**config.mk**
```make
export PLATFORM = sky130hd
export DESIGN_NAME = bdt_fifo
export DESIGN_NICKNAME = d
export VERILOG_FILES = /design/src/rtl/bdt_pkg.sv /design/src/rtl/bdt_fifo.sv
export SDC_FILE = /design/constraint.sdc
export NUM_CORES = 1
export LEC_CHECK = 0
export BUFFER_PORTS_ARGS = -buffer_cell sky130_fd_sc_hd__buf_2
export CORE_MARGIN = 2
export CORE_UTILIZATION = 45
export DETAILED_ROUTE_END_ITERATION = 10
export GPL_ROUTABILITY_DRIVEN = 1
export PLACE_DENSITY = 0.65
export SKIP_LAST_GASP = 1
export SYNTH_ARGS = -nofsm -noshare
export SYNTH_HDL_FRONTEND = slang
export SYNTH_SLANG_ARGS = --single-unit
```
**constraint.sdc**
```tcl
create_clock -name clk -period 6.5 [get_ports clk]
set_clock_uncertainty 0.15 [all_clocks]
set_input_delay 1.3 -clock clk [delete_from_list [all_inputs] [get_ports clk]]
set_output_delay 1.3 -clock clk [all_outputs]
set_load 0.01 [all_outputs]
```
**src/rtl/bdt_pkg.sv**
```systemverilog
// ----------------------------------------------------------------------------
// Bear dispersion tensor package
// Shared types, register indexes and table constants of the dispersion block.
// ----------------------------------------------------------------------------
`default_nettype none

package bdt_pkg;

	localparam int MAX_DIM = 3;
	localparam int NOUT = 6;

	// Configuration register indexes.
	localparam logic [1:0] REG_LONG  = 2'd0;
	localparam logic [1:0] REG_TRANS = 2'd1;
	localparam logic [1:0] REG_DIM   = 2'd2;
	localparam logic [1:0] DIM_RESET = 2'd3;

	localparam int FIFO_DEPTH = 4;
	localparam int FIFO_AW = 2;

	// Row and column of each result entry: xx, yy, zz, xy, xz, yz.
	localparam int ROW_OF [NOUT] = '{0, 1, 2, 0, 0, 1};
	localparam int COL_OF [NOUT] = '{0, 1, 2, 1, 2, 2};

	typedef struct packed {
		logic signed [31:0] vel_x;
		logic signed [31:0] vel_y;
		logic signed [31:0] vel_z;
		logic [16:0]        water_content;
		logic [16:0]        porosity;
	} item_t;

	typedef struct packed {
		logic signed [31:0] d_xx;
		logic signed [31:0] d_yy;
		logic signed [31:0] d_zz;
		logic signed [31:0] d_xy;
		logic signed [31:0] d_xz;
		logic signed [31:0] d_yz;
	} result_t;

	typedef struct packed {
		logic [30:0] long_disp;
		logic [30:0] trans_disp;
		logic [1:0]  space_dim;
	} cfg_t;

	// Classified item: velocity split into sign and magnitude per lane.
	typedef struct packed {
		logic [1:0]       dims;
		logic [2:0]       neg;
		logic [2:0][31:0] mag;
		logic [16:0]      wc;
		logic [16:0]      phi;
	} cls_t;

	typedef struct packed {
		logic [FIFO_AW:0] count;
		logic             full;
		logic             empty;
	} fifo_stat_t;

endpackage

`default_nettype wire

```
**src/rtl/bdt_fifo.sv**
```systemverilog
// ----------------------------------------------------------------------------
// Bear dispersion tensor item queue
// Short queue of classified items between the front end and the back end.
// ----------------------------------------------------------------------------
`default_nettype none

module bdt_fifo (
	input  logic                clk,
	input  logic                arst_n,
	input  logic                push,
	input  bdt_pkg::cls_t       wdata,
	input  logic                pop,
	output bdt_pkg::cls_t       rdata,
	output bdt_pkg::fifo_stat_t stat
);

	bdt_pkg::cls_t mem_q [bdt_pkg::FIFO_DEPTH];
	logic [bdt_pkg::FIFO_AW-1:0] wptr_q;
	logic [bdt_pkg::FIFO_AW-1:0] rptr_q;
	logic [bdt_pkg::FIFO_AW:0]   count_q;
	logic full;
	logic empty;
	logic do_push;
	logic do_pop;

	assign full = count_q == (bdt_pkg::FIFO_AW + 1)'(bdt_pkg::FIFO_DEPTH);
	assign empty = count_q == '0;
	assign do_push = push && !full;
	assign do_pop = pop && !empty;

	always_ff @(posedge clk) begin
		if (do_push) begin
			mem_q[wptr_q] <= wdata;
		end
	end

	always_ff @(posedge clk or negedge arst_n) begin
		if (!arst_n) begin
			wptr_q <= '0;
			rptr_q <= '0;
			count_q <= '0;
		end else begin
			if (do_push) begin
				wptr_q <= wptr_q + 1'b1;
			end
			if (do_pop) begin
				rptr_q <= rptr_q + 1'b1;
			end
			case ({do_push, do_pop})
				2'b10: count_q <= count_q + 1'b1;
				2'b01: count_q <= count_q - 1'b1;
				default: count_q <= count_q;
			endcase
		end
	end

	assign rdata = mem_q[rptr_q];
	assign stat.count = count_q;
	assign stat.full = full;
	assign stat.empty = empty;

endmodule

`default_nettype wire

```
==> flow_summary.json <==
{
  "status": "finished clean",
  "yosysWarnings": 0,
  "hpwl_mm": 20.3,
  "synth.area.top_cells": "edfxtp_1 (81%), mux4_2 (15%), dfrtp_1 (0.88%)",
  "core-area_mm2": 0.0439,
  "syn_inst": 744,
  "max_freq_mhz": 224,
  "dr.pass1.iters": 4,
  "fin_crit_ns": 4.47,
  "post_cts_buffers": 0,
  "worstMarginPinSlew_ns": 1.05,
  "synth_top_area_share": 0.814,
  "routed_wl_mm": 36.3,
  "netSwitchingFraction": 0.286,
  "globalRoute.totalOverflow": 0,
  "drcViolationCount": 0,
  "fp-row-count": 77,
  "track_usage": 0.159,
  "synth-edff-count": 540,
  "irDropWorstVdd_uv": 361,
  "finalCritPeriodShare": 0.687,
  "critPathArrivalTime_ns": 3.02,
  "antenna_found_initial": 8,
  "nFillCells": 3414,
  "die_w_um": 214,
  "utilization": 0.541,
  "dpl_cell_area_mm2": 0.0220,
  "powerDensity_mw_per_mm2": 463,
  "io_pins": 279,
  "wl_per_cell_um": 21.3,
  "drive_gt1_frac": 0.460,
  "cts_resized": 0,
  "drv_slew": 0,
  "io_buffers": 278,
  "seq_area_frac_synth": 0.823,
  "power.internal_mw": 7.86,
  "startpoint_type": "flip-flop",
  "async_flop_share": 0.0128,
  "ff2ff_path_depth": 4,
  "hold_buffers": 0,
  "setup_violations": 0,
  "hp-class": "in2async",
  "hold_viol_final": 0,
  "syn_avg_cell_area_um2": 26.8,
  "drv_cap": 0,
  "fp.dieH_um": 214,
  "p_total_mw": 11.0,
  "final_cell_mix": "edfxtp_1 (540), buf_2 (278), mux4_2 (135)",
  "cp-end-kind": "primary output",
  "drt-initial-drc-count": 616,
  "syn_area_mm2": 0.0199,
  "tns_ns": 0,
  "gp_congestion": 0.728,
  "cts_root_buf": "clkbuf_16",
  "final_area_mm2": 0.0238,
  "grt_max_degree": 136,
  "numCtsBuffers": 56,
  "clock_power_share": 0.278,
  "clkLatencyLatePin_ns": 0.59,
  "h-tree-depth": 2,
  "cts.sinks": 547,
  "rsz0062_at_grt": "false",
  "combPwrFrac": 0.275,
  "cp_max_fo": 49,
  "crit_type": "reg2out",
  "grt_pass1_wl_mm": 55.4,
  "synthFlopType": "edfxtp_1",
  "synth_largest_area_cell": "edfxtp_1",
  "area_delta_synth_final_pct": 19.3,
  "viasPerCell": 5.15,
  "antenna_left": 0,
  "ys_seq_elements": 547,
  "ctsLongestPathBuffers": 3,
  "pwr-share-seq": 0.447,
  "fin_ws_ns": 2.03,
  "layout_commonest_cell": "edfxtp_1",
  "nets": 1203,
  "start_util": 0.453,
  "relSlewSlack": 0.300,
  "tritoncts": "yes",
  "grt_pass1_vias": 9104,
  "die_area_mm2": 0.0460,
  "clk_pin_slew_ns": 0.06,
  "syn-num-nets": 889,
  "critPathRequiredTime_ns": 5.05,
  "dp_slack_ns": 2.53,
  "switchingPower_mw": 3.15,
  "ys_types": 22,
  "power_leakage_nw": 8.05,
  "num_vias": 8780
}
state kept, by name (all words and copies together), names as in the netlist:
signal and cells:
rptr_q 2, wptr_q 2, mem_q 540, count_q 3
Yosys cell counts (3+ instances only):
library cell and instances:
inv_1 6, edfxtp_1 540, and2_2 4, buf_6 9, buf_4 9, buf_2 12
ha_1 5, xor2_1 3, mux4_2 135, dfrtp_1 7, xnor2_1 3
routing by layer:
| layer | GRT usage | vias to the layer above | wire length [um] |
|---|---|---|---|
| met4 | 0.0549 | 4 | 777 |
| met1 | 0.217 | 4601 | 15500 |
| met2 | 0.248 | 237 | 17400 |
| li1 | - | 3876 | - |
| met5 | 0 | - | 27 |
| met3 | 0.0455 | 62 | 2570 |
kinds of logic after synthesis:
group,after synthesis,share of synthesized area
flip-flops,547,0.823
adder cells (fa/ha/maj),6,0.00415
buffers and inverters,38,0.0130
XOR/XNOR,6,0.00264
AO/OA/AOI/OAI,1,0.000503
multiplexers,137,0.154
AND/OR/NAND/NOR,9,0.00283
path summary, 6_finish.rpt:
kind / slack, ns / end / start
max: 2.03 / rdata[79] / rptr_q[0]
min: 0.39 / wptr_q[1] / arst_n
max reg2reg: 3.89 / mem_q[3][99] / count_q[2]
min reg2reg: 0.39 / count_q[2] / count_q[2]
max in group asynchronous: 5.63 / rptr_q[0] / arst_n
min in group clk: 0.39 / count_q[2] / count_q[2]
stage by stage:
| step | hold WS (ns) | instances |
|---|---|---|
| 3_5_place_dp | 0.376 | 1592 |
| 6_report | 0.385 | 1704 |
| 3_3_place_gp | 0.369 | 1592 |
| 2_1_floorplan | 0.384 | 744 |
| 5_1_grt | 0.367 | 1696 |
| 4_1_cts | 0.355 | 1695 |
power by group through the flow:
stage	clock network, mW	registers, mW	logic (mW)
4_1_cts	3.15	4.94	3.13
5_1_grt	3.28	4.99	3.26
2_1_floorplan	0	4.87	2.09
3_3_place_gp	0	4.98	3.12
6_report	3.06	4.92	3.03
3_5_place_dp	0	5.01	3.12
worst max-delay path: stages, from the launching register on:
cell and delay (ns):
dfrtp_4 1.13, buf_4 0.54, mux4_2 0.57, buf_2 0.16
final cells by class:
class                   instances  area [um2]  area share
diodes                          9        22.5    0.000948
well taps                     592         741      0.0312
inverters                       6        22.5    0.000948
clock inverters                37         310      0.0131
flip-flops and latches        547       16400       0.690
repair buffers                288        1540      0.0649
clock buffers                  66        1460      0.0614
multi-input cells             159        3270       0.138
(Power assumes the default switching activity.)
