[config.mk]
export PLATFORM = sky130hd
export DESIGN_NAME = bdt_front
export DESIGN_NICKNAME = d
export VERILOG_FILES = /design/src/rtl/bdt_pkg.sv /design/src/rtl/bdt_front.sv
export SDC_FILE = /design/constraint.sdc
export NUM_CORES = 1
export LEC_CHECK = 0
export ABC_CLOCK_PERIOD_IN_PS = 900
export BUFFER_PORTS_ARGS = -buffer_cell sky130_fd_sc_hd__buf_2
export CELL_PAD_IN_SITES_DETAIL_PLACEMENT = 0
export CELL_PAD_IN_SITES_GLOBAL_PLACEMENT = 1
export CORE_MARGIN = 2
export CORE_UTILIZATION = 40
export DETAILED_ROUTE_END_ITERATION = 10
export GPL_TIMING_DRIVEN = 0
export HOLD_SLACK_MARGIN = 0.1
export PLACE_DENSITY_LB_ADDON = 0.1
export SYNTH_ARGS = -nofsm -noshare
export SYNTH_HDL_FRONTEND = slang
export SYNTH_SLANG_ARGS = --single-unit
[constraint.sdc]
create_clock -name clk -period 0.9 [get_ports clk]
set_input_delay 0.18 -clock clk [delete_from_list [all_inputs] [get_ports clk]]
set_output_delay 0.18 -clock clk [all_outputs]
set_load 0.005 [all_outputs]
[src/rtl/bdt_pkg.sv]
// ----------------------------------------------------------------------------
// Bear dispersion tensor package
// Shared types, register indexes and table constants of the dispersion block.
// ----------------------------------------------------------------------------
`default_nettype none

package bdt_pkg;

	localparam int MAX_DIM = 3;
	localparam int NOUT = 6;

	// Configuration register indexes.
	localparam logic [1:0] REG_LONG  = 2'd0;
	localparam logic [1:0] REG_TRANS = 2'd1;
	localparam logic [1:0] REG_DIM   = 2'd2;
	localparam logic [1:0] DIM_RESET = 2'd3;

	localparam int FIFO_DEPTH = 4;
	localparam int FIFO_AW = 2;

	// Row and column of each result entry: xx, yy, zz, xy, xz, yz.
	localparam int ROW_OF [NOUT] = '{0, 1, 2, 0, 0, 1};
	localparam int COL_OF [NOUT] = '{0, 1, 2, 1, 2, 2};

	typedef struct packed {
		logic signed [31:0] vel_x;
		logic signed [31:0] vel_y;
		logic signed [31:0] vel_z;
		logic [16:0]        water_content;
		logic [16:0]        porosity;
	} item_t;

	typedef struct packed {
		logic signed [31:0] d_xx;
		logic signed [31:0] d_yy;
		logic signed [31:0] d_zz;
		logic signed [31:0] d_xy;
		logic signed [31:0] d_xz;
		logic signed [31:0] d_yz;
	} result_t;

	typedef struct packed {
		logic [30:0] long_disp;
		logic [30:0] trans_disp;
		logic [1:0]  space_dim;
	} cfg_t;

	// Classified item: velocity split into sign and magnitude per lane.
	typedef struct packed {
		logic [1:0]       dims;
		logic [2:0]       neg;
		logic [2:0][31:0] mag;
		logic [16:0]      wc;
		logic [16:0]      phi;
	} cls_t;

	typedef struct packed {
		logic [FIFO_AW:0] count;
		logic             full;
		logic             empty;
	} fifo_stat_t;

endpackage

`default_nettype wire

[src/rtl/bdt_front.sv]
// ----------------------------------------------------------------------------
// Bear dispersion tensor front end
// Accepts cells, masks unused dimensions and splits velocity into sign and
// magnitude before handing the item to the queue.
// ----------------------------------------------------------------------------
`default_nettype none

module bdt_front (
	input  logic                 clk,
	input  logic                 arst_n,
	input  logic                 start,
	output logic                 busy,
	input  bdt_pkg::item_t       item,
	input  logic [1:0]           space_dim,
	input  bdt_pkg::fifo_stat_t  fstat,
	output logic                 cls_valid,
	output bdt_pkg::cls_t        cls
);

	logic          accept;
	logic [1:0]    dims;
	logic [2:0][31:0] raw;
	bdt_pkg::cls_t cls_c;
	logic          cls_valid_q;
	bdt_pkg::cls_t cls_q;

	// Keep headroom so the item held here always finds a queue slot.
	assign busy = fstat.count >= (bdt_pkg::FIFO_AW + 1)'(bdt_pkg::FIFO_DEPTH - 2);
	assign accept = start && !busy;

	assign dims = (space_dim > 2'(bdt_pkg::MAX_DIM)) ? 2'(bdt_pkg::MAX_DIM) : space_dim;

	always_comb begin
		raw[0] = item.vel_x;
		raw[1] = item.vel_y;
		raw[2] = item.vel_z;
		cls_c.dims = dims;
		cls_c.wc = item.water_content;
		cls_c.phi = item.porosity;
		for (int i = 0; i < 3; i++) begin
			if (2'(i) < dims) begin
				cls_c.neg[i] = raw[i][31];
				cls_c.mag[i] = raw[i][31] ? (~raw[i] + 32'd1) : raw[i];
			end else begin
				cls_c.neg[i] = 1'b0;
				cls_c.mag[i] = '0;
			end
		end
	end

	always_ff @(posedge clk or negedge arst_n) begin
		if (!arst_n) begin
			cls_valid_q <= 1'b0;
		end else begin
			cls_valid_q <= accept;
		end
	end

	always_ff @(posedge clk) begin
		if (accept) begin
			cls_q <= cls_c;
		end
	end

	assign cls_valid = cls_valid_q;
	assign cls = cls_q;

endmodule

`default_nettype wire

==> results.py, run 1 <==
metrics = {
    "outcome": {
        "outcome": "finished with violations",
        "violations": "setup timing",
    },
    "global_route": {
        "gr-total-overflow": 0,
        "use_met1": 0.2991,
        "met2_usage": 0.4422,
        "met3_usage": 0.06576,
        "antenna_found_initial": 1,
        "grt_max_degree": 20,
        "grt-busiest-layer": "met2",
        "grt_pass1_vias": 6441,
        "grt_usage": 0.2521,
        "grt_pass1_wl_um": 34630,
    },
    "sta": {
        "hold_viol": 0,
        "final.setup.tns_ns": -75.91,
        "tightestPinTransition_ns": 0.5338,
        "fin_crit_sh": 2.079,
        "finalMaxSlewViolations": 0,
        "fin_crit_ns": 1.872,
        "fmax_mhz": 534.3,
        "setup_viol": 350,
        "rsz0062_at_grt": "yes",
        "worst_slack_ns": -0.9715,
        "maxSlewHeadroom": 0.6441,
    },
    "power_and_ir_drop": {
        "leakagePower_nw": 4.980,
        "powerDensity_mw_per_mm2": 1426,
        "ir_drop_v": 0.001234,
    },
    "route": {
        "viasPerCell": 5.279,
        "detail_route.iter0.violations": 353,
        "drt_first_pass_iters": 4,
        "drc": 0,
        "ant_nets": 0,
        "drt-total-wl_um": 24850,
        "wl_per_cell_um": 20.29,
        "num_vias": 6467,
    },
    "critical_path": {
        "crit_required_ns": 1.08,
        "crit_cells": 7,
        "endpoint": "cls[63]$_SDFFCE_PP0P_",
        "cp-start-kind": "input port",
        "crit_start": "item[117]",
        "crit_family": "simple AND/OR/NAND/NOR gates",
        "worstPathCellList": "buf_6 -> or4_4 -> or4_4 -> buf_12 -> o41ai_4 -> xor2_1 -> nor2_1",
        "critPathBufInv": 2,
        "critical_path_class": "input port to register",
        "slowest_stage": "or4_4",
        "cp.arrival_ns": 2.05,
        "worst_path_most_repeated_cell": "or4_4",
        "crit_fanout": 5,
        "critPathMaxStageDelay_ns": 0.55,
        "worstSetupEndpointType": "register",
    },
    "synth": {
        "synth_area_mm2": 0.006741,
        "synth_area_leaders": "edfxtp_1 60%, xor2_1 7.1%, nor2_1 4.3%",
        "synth_cells": 558,
        "yosys.cell_count.top_type": "edfxtp_1",
        "synthArstFlopShare": 0.007353,
        "yosysTopAreaCell": "edfxtp_1",
        "synthTopCellsByCount": "135 x edfxtp_1, 78 x nor2_1, 55 x xor2_1",
        "syn_avg_cell_area_um2": 12.08,
        "yosysUniqueCellTypes": 36,
        "syn-num-nets": 704,
        "synth_edf_count": 135,
        "synth-seq-cells": 136,
        "synth_flop_cell": "edfxtp_1",
        "yosysTopAreaCellShare": 0.6013,
        "yosys_warnings": 0,
        "ys_seq_area_frac": 0.6050,
    },
    "worst_hold_path": {
        "hold_path.class": "input port to register",
    },
    "layout": {
        "stdcell_area_mm2": 0.01250,
        "area_growth_pct": 85.49,
        "stdcell_count": 1225,
        "utilization": 0.7567,
        "drive_above_1_share": 0.5637,
        "final_net_count": 1137,
        "fillers": 999,
    },
    "placement": {
        "dp_hpwl_um": 14590,
        "gp_congestion": 0.8585,
        "portBuffers": 272,
        "post_dp_cell_area_mm2": 0.009188,
        "placed_cells": 1054,
    },
    "clock_network": {
        "cts_root_buffer": "clkbuf_16",
        "cts_tree": "done",
        "clockBufferDepth": 2,
        "numCtsBuffers": 17,
        "clock-sinks": 136,
        "ctsHtreeMaxLevel": 4,
        "clkTransAtPathRegs_ns": 0.07,
    },
    "flow_run": {
        "drv_cap": 0,
    },
    "die": {
        "ioPinCount": 277,
        "core_mm2": 0.01652,
        "die_w_um": 133.8,
        "initial_utilization": 0.4080,
        "dieHeight_um": 133.8,
        "rows": 47,
        "die_area_mm2": 0.01791,
    },
}
cell type report:
class                      count  area, um^2  area share
antenna                        1       2.502   0.0002001
buffer                        21       225.2     0.01801
clock buffer                  17       425.4     0.03402
clock inverter                15       183.9     0.01471
inverter                      10       93.84    0.007504
multi-input combinational    389        3874      0.3098
sequential                   136        4079      0.3262
tap                          220       275.3     0.02201
timing repair buffer         416        3346      0.2676
where the power goes:
part | internal, mW | total [mW] | switching [mW]
logic | 1.62 | 3.22 | 1.60
clock network | 4.00 | 7.18 | 3.19
registers | 7.34 | 7.43 | 0.0852
total | 13.0 | 17.8 | 4.87
cell usage in the layout, fill, tap and decap left out, types with 20 or more instances in the layout:
cell type,synthesis,final
buf_2,2,245
edfxtp_1,135,135
nor2_1,78,74
buf_6,0,55
xor2_1,55,53
dlygate4sd3_1,0,47
buf_4,0,34
clkbuf_16,0,30
xnor2_1,31,27
and2_1,26,26
o41ai_4,0,21
nand2_1,39,20
timing repair:
item | in CTS | in global routing
resized for setup | 176 | 97
hold buffers | 47 | 0
pin swaps | 88 | 84
endpoints found under the hold margin | 46 | 0
gates cloned | 7 | 10
setup endpoints to repair | 347 | 317
setup buffers | 67 | 18
worst min-delay path by stage:
stage | start | to | slack [ns] | depth (start not counted)
floorplan | arst_n | cls_valid$_DFF_PN0_ | -0.12 | 0
global placement | arst_n | cls_valid$_DFF_PN0_ | -0.04 | 1
detailed placement | arst_n | cls_valid$_DFF_PN0_ | -0.04 | 1
CTS | item[119] | cls[55]$_SDFFCE_PP0P_ | 0.11 | 3
global route | item[115] | cls[51]$_SDFFCE_PP0P_ | 0.13 | 3
finish | item[115] | cls[51]$_SDFFCE_PP0P_ | 0.14 | 3
registers in the layout (all words and copies together), names as in the netlist:
register	count
cls	135
cls_valid	1
cell families after synthesis:
group,after synthesis,share of synthesized area
flops,136,0.6050
fa+ha+maj,6,0.01114
mux,3,0.004455
simple gates,227,0.1720
xor+xnor,86,0.1117
buf+inv,33,0.01875
compound gates,67,0.07684
per-layer routing:
| layer | up-vias | share of wire | wire length [um] |
|---|---|---|---|
| met3 | 43 | 0.067 | 1659 |
| met1 | 3186 | 0.38 | 9547 |
| met5 | - | 0 | 0 |
| met4 | 0 | 0.022 | 538 |
| li1 | 2958 | - | - |
| met2 | 280 | 0.53 | 13110 |
stage by stage:
stage                     power, mW  worst slack, ns  hold WS (ns)
after global routing          18.38          -0.9740        0.1279
after floorplan               8.664           -1.972       -0.1156
after CTS                     17.60          -0.9111        0.1053
final                         17.83          -0.9715        0.1367
after detailed placement      9.791           -1.401      -0.04360
after global placement        9.741           -2.853      -0.04491
No activity file was read; power rests on OpenSTA's default activity.
==> run 2: changes to the inputs <==
CORE_ASPECT_RATIO = 1.2   (was default)
==> results.py, run 2 (synthesis gave the netlist of run 1 again) <==
metrics = {
    "placement": {
        "dp_slack_ns": -1.429,
        "placed_cells": 1050,
        "portBuffers": 272,
        "gp_congestion": 0.8592,
        "dp_hpwl_um": 14800,
    },
    "layout": {
        "area_growth_pct": 85.99,
        "final_common_cell": "buf_2",
        "drive_above_1_share": 0.5716,
        "stdcell_count": 1229,
        "largest_reg_flops": 135,
        "final_net_count": 1146,
        "mostFrequentLayoutCells": "240 x buf_2, 135 x edfxtp_1, 74 x nor2_1",
        "n_antenna_cell": 0,
    },
    "global_route": {
        "antenna_found_initial": 0,
        "gr-total-overflow": 0,
        "grt_max_degree": 17,
        "grt_pass1_wl_um": 35530,
        "grt_pass1_vias": 6589,
        "grt_usage": 0.2637,
    },
    "power_and_ir_drop": {
        "p_int_mw": 12.67,
        "power_mw": 17.44,
        "pwr-share-clk": 0.389,
        "netSwitchingPower_mw": 4.773,
        "power.share.sequential": 0.426,
        "ir_drop_v": 0.001020,
        "power_frac_comb": 0.185,
        "netSwitchingFraction": 0.2736,
        "leakagePower_nw": 4.994,
        "powerDensity_mw_per_mm2": 1391,
    },
    "sta": {
        "tightestPinTransition_ns": 0.5585,
        "fmax_mhz": 546.3,
        "worst_slack_ns": -0.9304,
        "setup_viol": 296,
        "fin_crit_ns": 1.830,
        "rsz0062_at_grt": "yes",
        "hold_viol": 0,
        "maxSlewHeadroom": 0.6276,
        "finalMaxSlewViolations": 0,
        "fin_crit_sh": 2.034,
    },
    "critical_path": {
        "crit_fanout": 5,
        "crit_family": "simple AND/OR/NAND/NOR gates",
        "worstSetupEndpointType": "register",
        "critPathBufInv": 2,
        "cp.arrival_ns": 1.99,
        "critical_path_class": "input port to register",
        "slowest_stage": "or4_4",
        "crit_required_ns": 1.06,
        "worstPathCellList": "buf_6 -> or4_4 -> or4_4 -> buf_12 -> o41ai_4 -> xor2_1 -> nor2_1",
        "critPathMaxStageDelay_ns": 0.54,
        "worst_path_most_repeated_cell": "or4_4",
        "cp-start-kind": "input port",
    },
    "clock_network": {
        "clockBufferDepth": 2,
        "ctsHtreeMaxLevel": 4,
        "clkTransAtPathRegs_ns": 0.06,
        "numCtsBuffers": 17,
        "clock-sinks": 136,
        "cts_tree": "done",
        "cts_root_buffer": "clkbuf_16",
    },
    "outcome": {
        "outcome": "finished with violations",
        "violations": "setup timing",
    },
    "route": {
        "num_vias": 6383,
        "wl_per_cell_um": 19.68,
        "drt_first_pass_iters": 4,
        "drc": 0,
        "detail_route.iter0.violations": 344,
        "drt-total-wl_um": 24180,
        "viasPerCell": 5.194,
        "ant_nets": 0,
    },
    "die": {
        "initial_utilization": 0.4047,
        "rows": 52,
        "ioPinCount": 277,
        "core_mm2": 0.01666,
        "dieHeight_um": 146.2,
        "die_w_um": 122.5,
        "die_area_mm2": 0.01791,
    },
    "worst_hold_path": {
        "hold_path.class": "input port to register",
    },
    "flow_run": {
        "drv_cap": 0,
    },
}
-- run 2: changes by cell type in the layout (fill, tap and decap cells not counted), moves of 3 or more --
cell       change
buf_8          -3
buf_2          -5
nand2_2        +3
buf_16         +3
buf_12         +8
nand2_1        -5
clkbuf_16      -9
buf_4         +15
-- run 2: area by class of cell --
type	count	area, um^2
plain buffers	21	219.0
flip-flops and latches	136	4079
well taps	216	270.3
clock buffers	17	425.4
multi-input cells	390	3910
repair buffers	424	3392
fillers	1028	4118
clock inverters	15	148.9
inverters	10	93.84
-- run 2: timing repair --
action / CTS / global route
gates cloned: 13 / 0
pin swaps: 79 / 82
resized for setup: 201 / 93
setup buffers: 70 / 34
hold buffers: 45 / 1
endpoints found under the setup margin: 351 / 345
endpoints found under the hold margin: 45 / 2
-- run 2: routing by layer --
layer  track usage  up-vias  wire, um
met1        0.3002     3098      8948
met4        0.1023        0       819
met3       0.07500       50      1655
met2        0.4619      263     12760
li1              -     2972         -
met5             0        -         0
-- run 2: worst paths after layout --
| check | slack (ns) | from | to | cells after the start |
|---|---|---|---|---|
| worst max-delay path | -0.93 | item[117] | cls[64]$_SDFFCE_PP0P_ | 7 |
| worst min-delay path | 0.11 | item[128] | cls[65]$_SDFFCE_PN0P_ | 2 |
| max in group asynchronous | 0.19 | arst_n | cls_valid$_DFF_PN0_ | 3 |
| min in group asynchronous | 0.60 | arst_n | cls_valid$_DFF_PN0_ | 3 |
-- run 2: power by group through the flow --
| stage | clock network (mW) | logic (mW) | registers, mW |
|---|---|---|---|
| floorplan | 0 | 1.05 | 7.61 |
| global placement | 0 | 2.18 | 7.57 |
| detailed placement | 0 | 2.24 | 7.56 |
| CTS | 6.84 | 3.01 | 7.43 |
| global route | 7.17 | 3.46 | 7.45 |
| finish | 6.78 | 3.23 | 7.43 |
-- run 2: stage by stage --
step	hold slack, ns	TNS [ns]	util	area [um^2]
3_3_place_gp	-0.04444	-467.90	0.5460	9095
3_5_place_dp	-0.04462	-230.20	0.5513	9183
6_report	0.1113	-71.33	0.7528	12540
5_1_grt	0.09841	-81.88	0.7528	12540
2_1_floorplan	-0.1156	-319.39	-	7463
4_1_cts	0.09637	-70.46	0.7226	12040
==> run 3: changes to the inputs <==
CTS_CLUSTER_SIZE = 28   (was default)
RECOVER_POWER = 50   (was default)
==> results.py, run 3 (synthesis gave the netlist of run 1 again) <==
metrics = {
    "outcome": {
        "outcome": "finished with violations",
        "violations": "setup timing",
    },
    "clock_network": {
        "clkTransAtPathRegs_ns": 0.06,
        "cts_tree": "done",
        "ctsHtreeMaxLevel": 4,
        "numCtsBuffers": 17,
        "cts_root_buffer": "clkbuf_16",
        "clock-sinks": 136,
        "clockBufferDepth": 2,
    },
    "critical_path": {
        "critical_path_class": "input port to register",
        "critPathMaxStageDelay_ns": 0.54,
        "crit_fanout": 4,
        "worstSetupEndpointType": "register",
        "slowest_stage": "or4b_4",
        "crit_required_ns": 1.07,
        "cp-start-kind": "input port",
        "worstPathCellList": "buf_2 -> or4_4 -> or4b_4 -> buf_6 -> o31ai_4 -> xnor2_1 -> and2_1",
        "cp.arrival_ns": 2.01,
    },
    "global_route": {
        "antenna_found_initial": 0,
        "grt_pass1_vias": 6589,
        "grt_usage": 0.2637,
        "grt_max_degree": 17,
        "grt_pass1_wl_um": 35530,
        "gr-total-overflow": 0,
    },
    "layout": {
        "fillers": 1040,
        "n_antenna_cell": 0,
        "final_net_count": 1146,
        "final_common_cell": "buf_2",
        "regArea_mm2": 0.004079,
        "drive_above_1_share": 0.5637,
        "area_growth_pct": 85.17,
        "largest_reg_flops": 135,
        "multi_input_area_mm2": 0.003892,
        "mostFrequentLayoutCells": "235 x buf_2, 135 x edfxtp_1, 74 x nor2_1",
        "stdcell_area_mm2": 0.01248,
    },
    "route": {
        "detail_route.iter0.violations": 339,
        "ant_nets": 0,
        "num_vias": 6379,
        "viasPerCell": 5.190,
        "wl_per_cell_um": 19.68,
        "drc": 0,
        "drt_first_pass_iters": 4,
        "drt-total-wl_um": 24190,
    },
    "die": {
        "die_area_mm2": 0.01791,
        "initial_utilization": 0.4047,
        "die_w_um": 122.5,
        "core_mm2": 0.01666,
        "dieHeight_um": 146.2,
        "ioPinCount": 277,
        "rows": 52,
    },
    "placement": {
        "dp_slack_ns": -1.429,
        "post_dp_cell_area_mm2": 0.009183,
        "dp_hpwl_um": 14800,
        "portBuffers": 272,
        "gp_congestion": 0.8592,
    },
    "sta": {
        "worst_slack_ns": -0.9353,
        "finalMaxSlewViolations": 0,
        "tightestPinTransition_ns": 0.5585,
        "fmax_mhz": 544.9,
        "hold_viol": 0,
        "fin_crit_sh": 2.039,
        "maxSlewHeadroom": 0.6277,
        "fin_hold_ws_ns": 0.1123,
        "setup_viol": 310,
        "rsz0062_at_grt": "yes",
        "fin_crit_ns": 1.835,
    },
    "power_and_ir_drop": {
        "powerDensity_mw_per_mm2": 1395,
        "power_mw": 17.41,
        "ir_drop_v": 0.001021,
        "leakagePower_nw": 4.968,
    },
    "flow_run": {
        "drv_cap": 0,
    },
    "worst_hold_path": {
        "hold_path.class": "input port to register",
        "holdPathStages": 2,
    },
}
-- run 3: power by group --
| group | leakage, nW | switching, mW | total [mW] | internal [mW] |
|---|---|---|---|---|
| Clock | 0.278 | 3.08 | 6.78 | 3.69 |
| Sequential | 1.16 | 0.0890 | 7.43 | 7.34 |
| Combinational | 3.53 | 1.59 | 3.20 | 1.61 |
-- run 3: area by class of cell --
type                    count  area share
plain buffers              21     0.01734
well taps                 216     0.02165
flip-flops and latches    136      0.3268
clock buffers              17     0.03408
multi-input cells         390      0.3118
repair buffers            424      0.2689
inverters                  10    0.007517
clock inverters            15     0.01193
-- run 3: final timing paths --
| kind | startpoint | slack, ns | endpoint |
|---|---|---|---|
| max in group asynchronous | arst_n | 0.19 | cls_valid$_DFF_PN0_ |
| worst min-delay path | item[128] | 0.11 | cls[65]$_SDFFCE_PN0P_ |
| worst max-delay path | item[81] | -0.94 | cls[96]$_SDFFCE_PN0P_ |
| min in group asynchronous | arst_n | 0.60 | cls_valid$_DFF_PN0_ |
-- run 3: stage by stage --
stage | util | TNS, ns | cells
2_1_floorplan | - | -319.39 | 558
3_3_place_gp | 0.5460 | -467.90 | 1046
3_5_place_dp | 0.5513 | -230.20 | 1050
4_1_cts | 0.7226 | -70.46 | 1208
5_1_grt | 0.7495 | -84.56 | 1229
6_report | 0.7495 | -73.65 | 1229
-- run 3: what timing repair did --
action | CTS | global route
buffers inserted | 70 | 34
endpoints found under the hold margin | 45 | 2
gates cloned | 13 | 0
endpoints found under the setup margin | 351 | 345
pin swaps | 79 | 82
gates resized for setup | 201 | 93
hold buffers | 45 | 1
-- run 3: critical path: cells and delay by family --
| kind | cells | cell delay (ns) |
|---|---|---|
| AO/OA/AOI/OAI | 1 | 0.23 |
| XOR/XNOR | 1 | 0.09 |
| buffers and inverters | 2 | 0.29 |
| AND/OR/NAND/NOR | 3 | 1.22 |
-- run 3: metal layers --
metal,global-route usage,wire length (um)
met1,0.3002,8903
met2,0.4619,12740
met3,0.07500,1726
met4,0.1023,822
met5,0,0
